$ cat config.mk
export PLATFORM = sky130hd
export DESIGN_NAME = sorted_priority_queue
export DESIGN_NICKNAME = d
export VERILOG_FILES = /design/src/sv/spq_pkg.sv /design/src/sv/sorted_priority_queue.sv /design/src/sv/spq_cell.sv
export SDC_FILE = /design/constraint.sdc
export NUM_CORES = 2
export LEC_CHECK = 0
export BUFFER_PORTS_ARGS = -buffer_cell sky130_fd_sc_hd__buf_2
export CAP_MARGIN = 20
export CORE_ASPECT_RATIO = 1.2
export CORE_MARGIN = 2
export CORE_UTILIZATION = 52
export CTS_CLUSTER_DIAMETER = 60
export DETAILED_ROUTE_END_ITERATION = 6
export PLACE_DENSITY = 0.68
export SETUP_SLACK_MARGIN = 0.15
export SLEW_MARGIN = 10
export SYNTH_ARGS = -nofsm -noshare
export SYNTH_HDL_FRONTEND = slang
export SYNTH_SLANG_ARGS = --single-unit
$ cat constraint.sdc
create_clock -name clk -period 7.65 [get_ports clk]
set_input_delay 1.53 -clock clk [delete_from_list [all_inputs] [get_ports clk]]
set_output_delay 1.53 -clock clk [all_outputs]
set_load 0.05 [all_outputs]
$ cat src/sv/spq_pkg.sv
// spq_pkg: request, response and entry types for the sorted priority queue
// used by spq_cell and sorted_priority_queue; no dependencies
package spq_pkg;

  localparam int unsigned VALUE_W = 32;
  localparam int unsigned PRI_W   = 8;
  localparam int unsigned OCC_W   = 5;

  typedef enum logic [0:0] {
    FUNC_INSERT  = 1'b0,
    FUNC_EXTRACT = 1'b1
  } func_t;

  typedef enum logic [1:0] {
    STATUS_OK        = 2'd0,
    STATUS_FULL      = 2'd1,
    STATUS_EMPTY     = 2'd2,
    STATUS_NOT_FOUND = 2'd3
  } status_t;

  typedef struct packed {
    func_t                    func;
    logic signed [VALUE_W-1:0] item_value;
    logic [PRI_W-1:0]         item_priority;
  } req_t;

  typedef struct packed {
    status_t                  status;
    logic signed [VALUE_W-1:0] out_value;
    logic [PRI_W-1:0]         out_priority;
    logic [OCC_W-1:0]         occupancy;
  } rsp_t;

  typedef struct packed {
    logic                     valid;
    logic signed [VALUE_W-1:0] value;
    logic [PRI_W-1:0]         priority_lvl;
  } entry_t;

  // broadcast from the top level to every cell
  typedef struct packed {
    logic                     do_insert;
    logic                     do_extract;
    logic signed [VALUE_W-1:0] value;
    logic [PRI_W-1:0]         priority_lvl;
  } cell_ctrl_t;

  // per-cell comparison flags seen by the neighbours and the top level
  typedef struct packed {
    logic le;
    logic match;
    logic first;
  } cell_flags_t;

endpackage

$ cat src/sv/sorted_priority_queue.sv
// sorted_priority_queue: top level, a chain of DEPTH spq_cell slots with a response register
// depends on spq_pkg and spq_cell
//
// Usage: one request channel (req_valid, req_ready, req) and one response
// channel (rsp_valid, rsp_ready, rsp). Every request gives exactly one response.
// An insert places the entry behind all held entries of equal or lower
// priority, or reports full. An extract removes the first entry of the given
// priority and returns it, or reports empty or not found.
// All cells compare against the request in the same cycle and shift towards
// or away from the head together, so the response appears in the response
// register on the next cycle, and the queue takes one request per cycle
// while the response side keeps taking.
// req_ready is high whenever the response register is empty or being taken
// in the same cycle; a stalled receiver holds the response and stops
// further requests until it is taken.
// Reset clears the valid bit of every cell and the entry count; the queue is
// empty straight after reset, with no clearing pass.
module sorted_priority_queue #(
  parameter int unsigned DEPTH = 16
) (
  input  logic          clk,
  input  logic          rst,
  input  logic          req_valid,
  output logic          req_ready,
  input  spq_pkg::req_t req,
  output logic          rsp_valid,
  input  logic          rsp_ready,
  output spq_pkg::rsp_t rsp
);

  localparam int unsigned CNT_W = $clog2(DEPTH + 1);

  spq_pkg::entry_t      entries [DEPTH];
  spq_pkg::cell_flags_t flags   [DEPTH];
  spq_pkg::cell_ctrl_t  ctrl;
  spq_pkg::rsp_t        rsp_next;
  spq_pkg::entry_t      hit;
  logic [DEPTH-1:0]     match_vec;
  logic [DEPTH-1:0]     valid_vec;
  logic [DEPTH-1:0]     first_vec;
  logic [CNT_W-1:0]     cnt;
  logic [CNT_W-1:0]     cnt_next;
  logic                 accept;
  logic                 found;
  logic                 full;
  logic                 rsp_valid_next;

  assign req_ready = !rsp_valid || rsp_ready;
  assign accept    = req_valid && req_ready;
  assign full      = (cnt == CNT_W'(DEPTH));
  assign found     = |match_vec;

  assign ctrl.do_insert    = accept && (req.func == spq_pkg::FUNC_INSERT) && !full;
  assign ctrl.do_extract   = accept && (req.func == spq_pkg::FUNC_EXTRACT) && found;
  assign ctrl.value        = req.item_value;
  assign ctrl.priority_lvl = req.item_priority;

  for (genvar i = 0; i < DEPTH; i++) begin : g_cell
    spq_pkg::entry_t prev_entry;
    spq_pkg::entry_t next_entry;
    logic            prev_le;
    logic            prev_match;

    if (i == 0) begin : g_head
      assign prev_entry = '0;
      assign prev_le    = 1'b1;
      assign prev_match = 1'b0;
    end else begin : g_body
      assign prev_entry = entries[i-1];
      assign prev_le    = flags[i-1].le;
      assign prev_match = flags[i-1].match;
    end

    if (i == DEPTH - 1) begin : g_tail
      assign next_entry = '0;
    end else begin : g_inner
      assign next_entry = entries[i+1];
    end

    spq_cell u_cell (
      .clk        (clk),
      .rst        (rst),
      .ctrl       (ctrl),
      .prev_entry (prev_entry),
      .prev_le    (prev_le),
      .prev_match (prev_match),
      .next_entry (next_entry),
      .entry      (entries[i]),
      .flags      (flags[i])
    );

    assign match_vec[i] = flags[i].match;
    assign valid_vec[i] = entries[i].valid;
    assign first_vec[i] = flags[i].first;
  end

  // one-hot select of the first matching entry
  always_comb begin
    hit = '0;
    for (int i = 0; i < DEPTH; i++) begin
      if (first_vec[i]) begin
        hit = hit | entries[i];
      end
    end
  end

  always_comb begin
    cnt_next              = cnt;
    rsp_next.status       = spq_pkg::STATUS_OK;
    rsp_next.out_value    = '0;
    rsp_next.out_priority = '0;
    if (req.func == spq_pkg::FUNC_INSERT) begin
      if (full) begin
        rsp_next.status = spq_pkg::STATUS_FULL;
      end else begin
        cnt_next = cnt + CNT_W'(1);
      end
    end else if (cnt == '0) begin
      rsp_next.status = spq_pkg::STATUS_EMPTY;
    end else if (!found) begin
      rsp_next.status = spq_pkg::STATUS_NOT_FOUND;
    end else begin
      rsp_next.out_value    = hit.value;
      rsp_next.out_priority = hit.priority_lvl;
      cnt_next              = cnt - CNT_W'(1);
    end
    rsp_next.occupancy = spq_pkg::OCC_W'(cnt_next);
  end

  assign rsp_valid_next = accept || (rsp_valid && !rsp_ready);

  always_ff @(posedge clk) begin
    if (accept) begin
      rsp <= rsp_next;
    end
    if (rst) begin
      rsp_valid <= 1'b0;
      cnt       <= '0;
    end else begin
      rsp_valid <= rsp_valid_next;
      if (accept) begin
        cnt <= cnt_next;
      end
    end
  end

  a_cnt_bound : assert property (@(posedge clk) disable iff (rst)
    cnt <= CNT_W'(DEPTH))
    else $error("entry count above depth");

  a_cnt_valid : assert property (@(posedge clk) disable iff (rst)
    $countones(valid_vec) == int'(cnt))
    else $error("valid cells disagree with entry count");

  a_first_once : assert property (@(posedge clk) disable iff (rst)
    $onehot0(first_vec))
    else $error("more than one first match");

  a_extract_pri : assert property (@(posedge clk) disable iff (rst)
    (ctrl.do_extract) |=>
      (rsp.status == spq_pkg::STATUS_OK) && (rsp.out_priority == $past(req.item_priority)))
    else $error("extracted entry has wrong priority");

endmodule

$ cat src/sv/spq_cell.sv
// spq_cell: one slot of the sorted chain, holds an entry and shifts with its neighbours
// depends on spq_pkg
module spq_cell (
  input  logic                 clk,
  input  logic                 rst,
  input  spq_pkg::cell_ctrl_t  ctrl,
  input  spq_pkg::entry_t      prev_entry,
  input  logic                 prev_le,
  input  logic                 prev_match,
  input  spq_pkg::entry_t      next_entry,
  output spq_pkg::entry_t      entry,
  output spq_pkg::cell_flags_t flags
);

  spq_pkg::entry_t entry_next;
  logic            ge;

  assign flags.le    = entry.valid && (entry.priority_lvl <= ctrl.priority_lvl);
  assign flags.match = entry.valid && (entry.priority_lvl == ctrl.priority_lvl);
  assign flags.first = flags.match && !prev_match;
  assign ge          = !entry.valid || (entry.priority_lvl >= ctrl.priority_lvl);

  always_comb begin
    entry_next = entry;
    if (ctrl.do_insert && !flags.le) begin
      if (prev_le) begin
        entry_next.valid        = 1'b1;
        entry_next.value        = ctrl.value;
        entry_next.priority_lvl = ctrl.priority_lvl;
      end else begin
        entry_next = prev_entry;
      end
    end else if (ctrl.do_extract && ge) begin
      entry_next = next_entry;
    end
  end

  always_ff @(posedge clk) begin
    entry.value        <= entry_next.value;
    entry.priority_lvl <= entry_next.priority_lvl;
    if (rst) begin
      entry.valid <= 1'b0;
    end else begin
      entry.valid <= entry_next.valid;
    end
  end

endmodule

==> key figures <==
Timing
  • Tmin final: between 5000 and 6000 ps
  • Peak Freq: between 150 and 200 MHz
  • WHS: 515.1 ps
  • Setup Viol. Count Final: 0
  • Worst Tran Pin Value: ~1300 ps
  • Fin Setup TNS: 0 ps
  • Period utilisation layout: 75.94%
  • Rel. slew slack: about 16%
  • Slew Viols, Final: 0
  • RSZ-0062 raised after global routing: no
  • Final Hold Viols: 0
  • Clock Skew: 29.24 ps

Yosys
  • Leading register cell type out of synthesis: edfxtp_1
  • Mean area per synthesized cell: around 11 sq um
  • Flops & latches, synth: ~710
  • Largest family of logic cells by synthesized area: compound AO/OA/AOI/OAI gates
  • Sequential area share after synthesis: between 50% and 60%
  • Synth Cell Area: ~42000 sq um
  • Asr flop ratio synth: 0%
  • Synth warn: 0
  • Post-synth EDFFs: roughly 700
  • Cell accounting for the most synthesized area: edfxtp_1
  • Compound-Gate Fraction of Synth Area: between 10% and 20%
  • Simple-gate portion of the synthesized area: 9.295%
  • Top cell type's share of synthesized area: 49.31%
  • Mux cell area share after synthesis: ~16%
  • XOR/XNOR Fraction of Synth Area: less than 1%
  • Syn nets: 3995
  • Adder-Cell Fraction of Synth Area: just under 4%
  • Synth top area cells: edfxtp_1 49%, mux2i_1 14%, o21ai_1 5.6%, nand2_1 5.4%, ha_1 3.9%
  • Cell count after synthesis: about 3800
  • Netlist cell types: between 70 and 80

Route
  • Final WL: 159500 um
  • First-pass DRT Iterations: 7
  • DRC: 0
  • Vias per cell: 7.026
  • DRT antenna net count: 0
  • Initial drt markers: 5031
  • Routed vias: roughly 34000
  • Drt wl/cell: ~33 um

Clocking
  • Clock tree buffer depth: 3
  • TritonCTS Buffers: just under 80
  • CTS sink cnt: 709
  • Clk root buf: clkbuf_16
  • CTS tree: yes
  • Reg clk slew, reported paths: around 60 ps
  • CTS Hold Bufs: 0
  • Clock H-tree levels: 3
  • Post-cts sizing count: 0
  • Later-pin clock latency in the skew report: 670 ps
  • Post-CTS setup buffers: 0

Critical path
  • Worst reg2reg path endpoint: g_cell[10].u_cell.entry[18]
  • Worst Setup End Kind: flop
  • Critical path peak fanout: 40
  • Worst R2R Path Depth: 8
  • Critical Path RT: slightly below 8000 ps
  • Arr. time, crit path: around 6000 ps
  • Startpoint type of the worst setup path: input pin
  • Crit path kind: input pin to flop
  • CP startpoint: req[6]
  • FF-to-FF setup slack: approximately 3100 ps
  • Reg-to-Reg Start: g_cell[6].u_cell.entry[7]

Cells and area
  • Layout Nets: around 3900
  • Layout area overhead: 8.685%
  • Fillcell total: between 6000 and 7000
  • Post-Layout Cell Count: between 4000 and 5000
  • Layout cell share with drive strength beyond 1: between 10% and 20%
  • Fin area: 45470 sq um

Run
  • Max-cap violations: 0

Pwr
  • PwrDens: 224.6 nW/um^2
  • Total power: a little over 10 mW
  • Leakage: between 15 and 20 nW
  • Max VDD drop: between 0.15 and 0.2 mV

Hold path
  • Min-Delay Startpoint: g_cell[7].u_cell.entry[40]
  • Sink of the worst hold path: g_cell[8].u_cell.entry[40]
  • Hold Crit Depth: 2
  • HP Class: flop to flop

Global routing
  • Antenna violations before repair: 13
  • First-pass GRT wire length: about 230000 um
  • Total track usage: a little under two fifths
  • Vias in the first global route: around 33000
  • Largest net degree at the start of global routing: 83
  • Remaining global-route overflow: 0

Die
  • Die H: ~310 um
  • Initial Util: a little over half
  • Die Wd: between 200 and 300 um
  • Die Footprint: between 80000 and 90000 sq um
  • Number of I/O pins: 94
  • Core area: roughly 79000 sq um
  • Row cnt: around 110

Place
  • Dpl cells: 4683
  • Dpl hpwl: around 90000 um
  • Placed cell areas: between 40000 and 50000 sq um
  • Routability-driven placement congestion ratio: 0.9619
  • Port bufs: a little over 90

Status
  • Status: finished clean
[cell usage in the layout (no fill, tap or decap), drive strengths merged, types with 40 or more instances in the layout]
cell type,n
a22o,114
a221oi,115
nand4,40
a21oi,86
ha,130
a22oi,92
nor2,102
o21ai,587
edfxtp,687
mux2i,596
inv,49
clkbuf,94
nand2,606
buf,156
[routing by layer]
layer / routed length [um] / vias to the layer above / GRT usage, %
met5: 107 / - / 0
met4: 9847 / 12 / 20.19
met3: 22980 / 631 / 11.26
met2: 69450 / 2733 / 57.54
met1: 57120 / 16269 / 49.17
li1: - / 14353 / -
[how the worst max path moves through the flow]
stage / endpoint / slack, ps / cells past startpoint
2_1_floorplan: g_cell[3].u_cell.entry[0] / 610 / 5
3_3_place_gp: g_cell[10].u_cell.entry[28] / 1480 / 10
3_5_place_dp: g_cell[10].u_cell.entry[23] / 1370 / 10
4_1_cts: g_cell[10].u_cell.entry[18] / 2040 / 10
5_1_grt: g_cell[10].u_cell.entry[18] / 1760 / 10
6_report: g_cell[10].u_cell.entry[18] / 1840 / 10
[per-stage QoR]
| step | setup slack (ps) | utilization (%) |
|---|---|---|
| final | 1841 | 57.23 |
| after global routing | 1761 | 57.22 |
| after CTS | 2040 | 57.09 |
| after detailed placement | 1375 | 53.99 |
| after global placement | 1477 | 53.93 |
| after floorplan | 611.7 | - |
[sequential cells by signal (all words and copies together), names as in the netlist]
register             flops
rsp_valid                1
cnt                      5
g_cell.u_cell.entry    656
rsp                     47
[layout make-up]
type                       instances  area, sq um  area share (%)
clock inverter                    51        431.7          0.9493
clock buffer                      94         2033           4.471
tap                             1035         1295           2.848
antenna                            7        17.52         0.03852
timing repair buffer             156         1069           2.350
sequential                       709        21070           46.34
inverter                          41        155.1          0.3412
multi-input combinational       2746        19400           42.67
[cells in the mapped netlist (5+ instances only)]
cell,number
a221oi_1,114
clkbuf_1,114
o211ai_1,18
nor2b_1,35
inv_1,39
and3_1,39
nand2_1,598
a21oi_1,85
o21ai_1,470
nand3_1,17
dfxtp_1,22
buf_6,6
a21o_1,19
mux2i_1,596
ha_1,130
nand4_1,35
a2111oi_2,7
a22oi_1,92
mux2_4,30
nor3_1,5
o21ai_2,7
edfxtp_1,687
nand4_2,5
mux2_1,6
clkbuf_2,6
buf_2,139
a31oi_1,39
or3_1,8
nor2_1,99
nand2_2,6
o21ai_0,110
or2_1,7
nor3_2,6
buf_4,55
a22o_1,114
[power by group]
part / leakage [nW] / internal, mW / switching (mW)
Combinational: 8.01 / 0.505 / 1.08
Sequential: 6.65 / 4.60 / 0.230
Clock: 1.20 / 2.06 / 1.74
[critical path, stage by stage]
cell	delay, ps
buf_2	360
inv_1	450
ha_1	480
nand4_1	190
nor3_1	650
a21oi_1	110
nand4_1	220
o211a_1	840
o21ai_0	370
nand2_4	820
[cell families (layout without fill, tap and decap cells)]
family,after synthesis,count (layout)
multiplexers,635,635
AO/OA/AOI/OAI,1094,1094
AND/OR/NAND/NOR,885,885
XOR/XNOR,2,2
flip-flops,709,709
other,0,7
buffers and inverters,365,342
adder cells (fa/ha/maj),130,130
(Power assumes the default switching activity.)
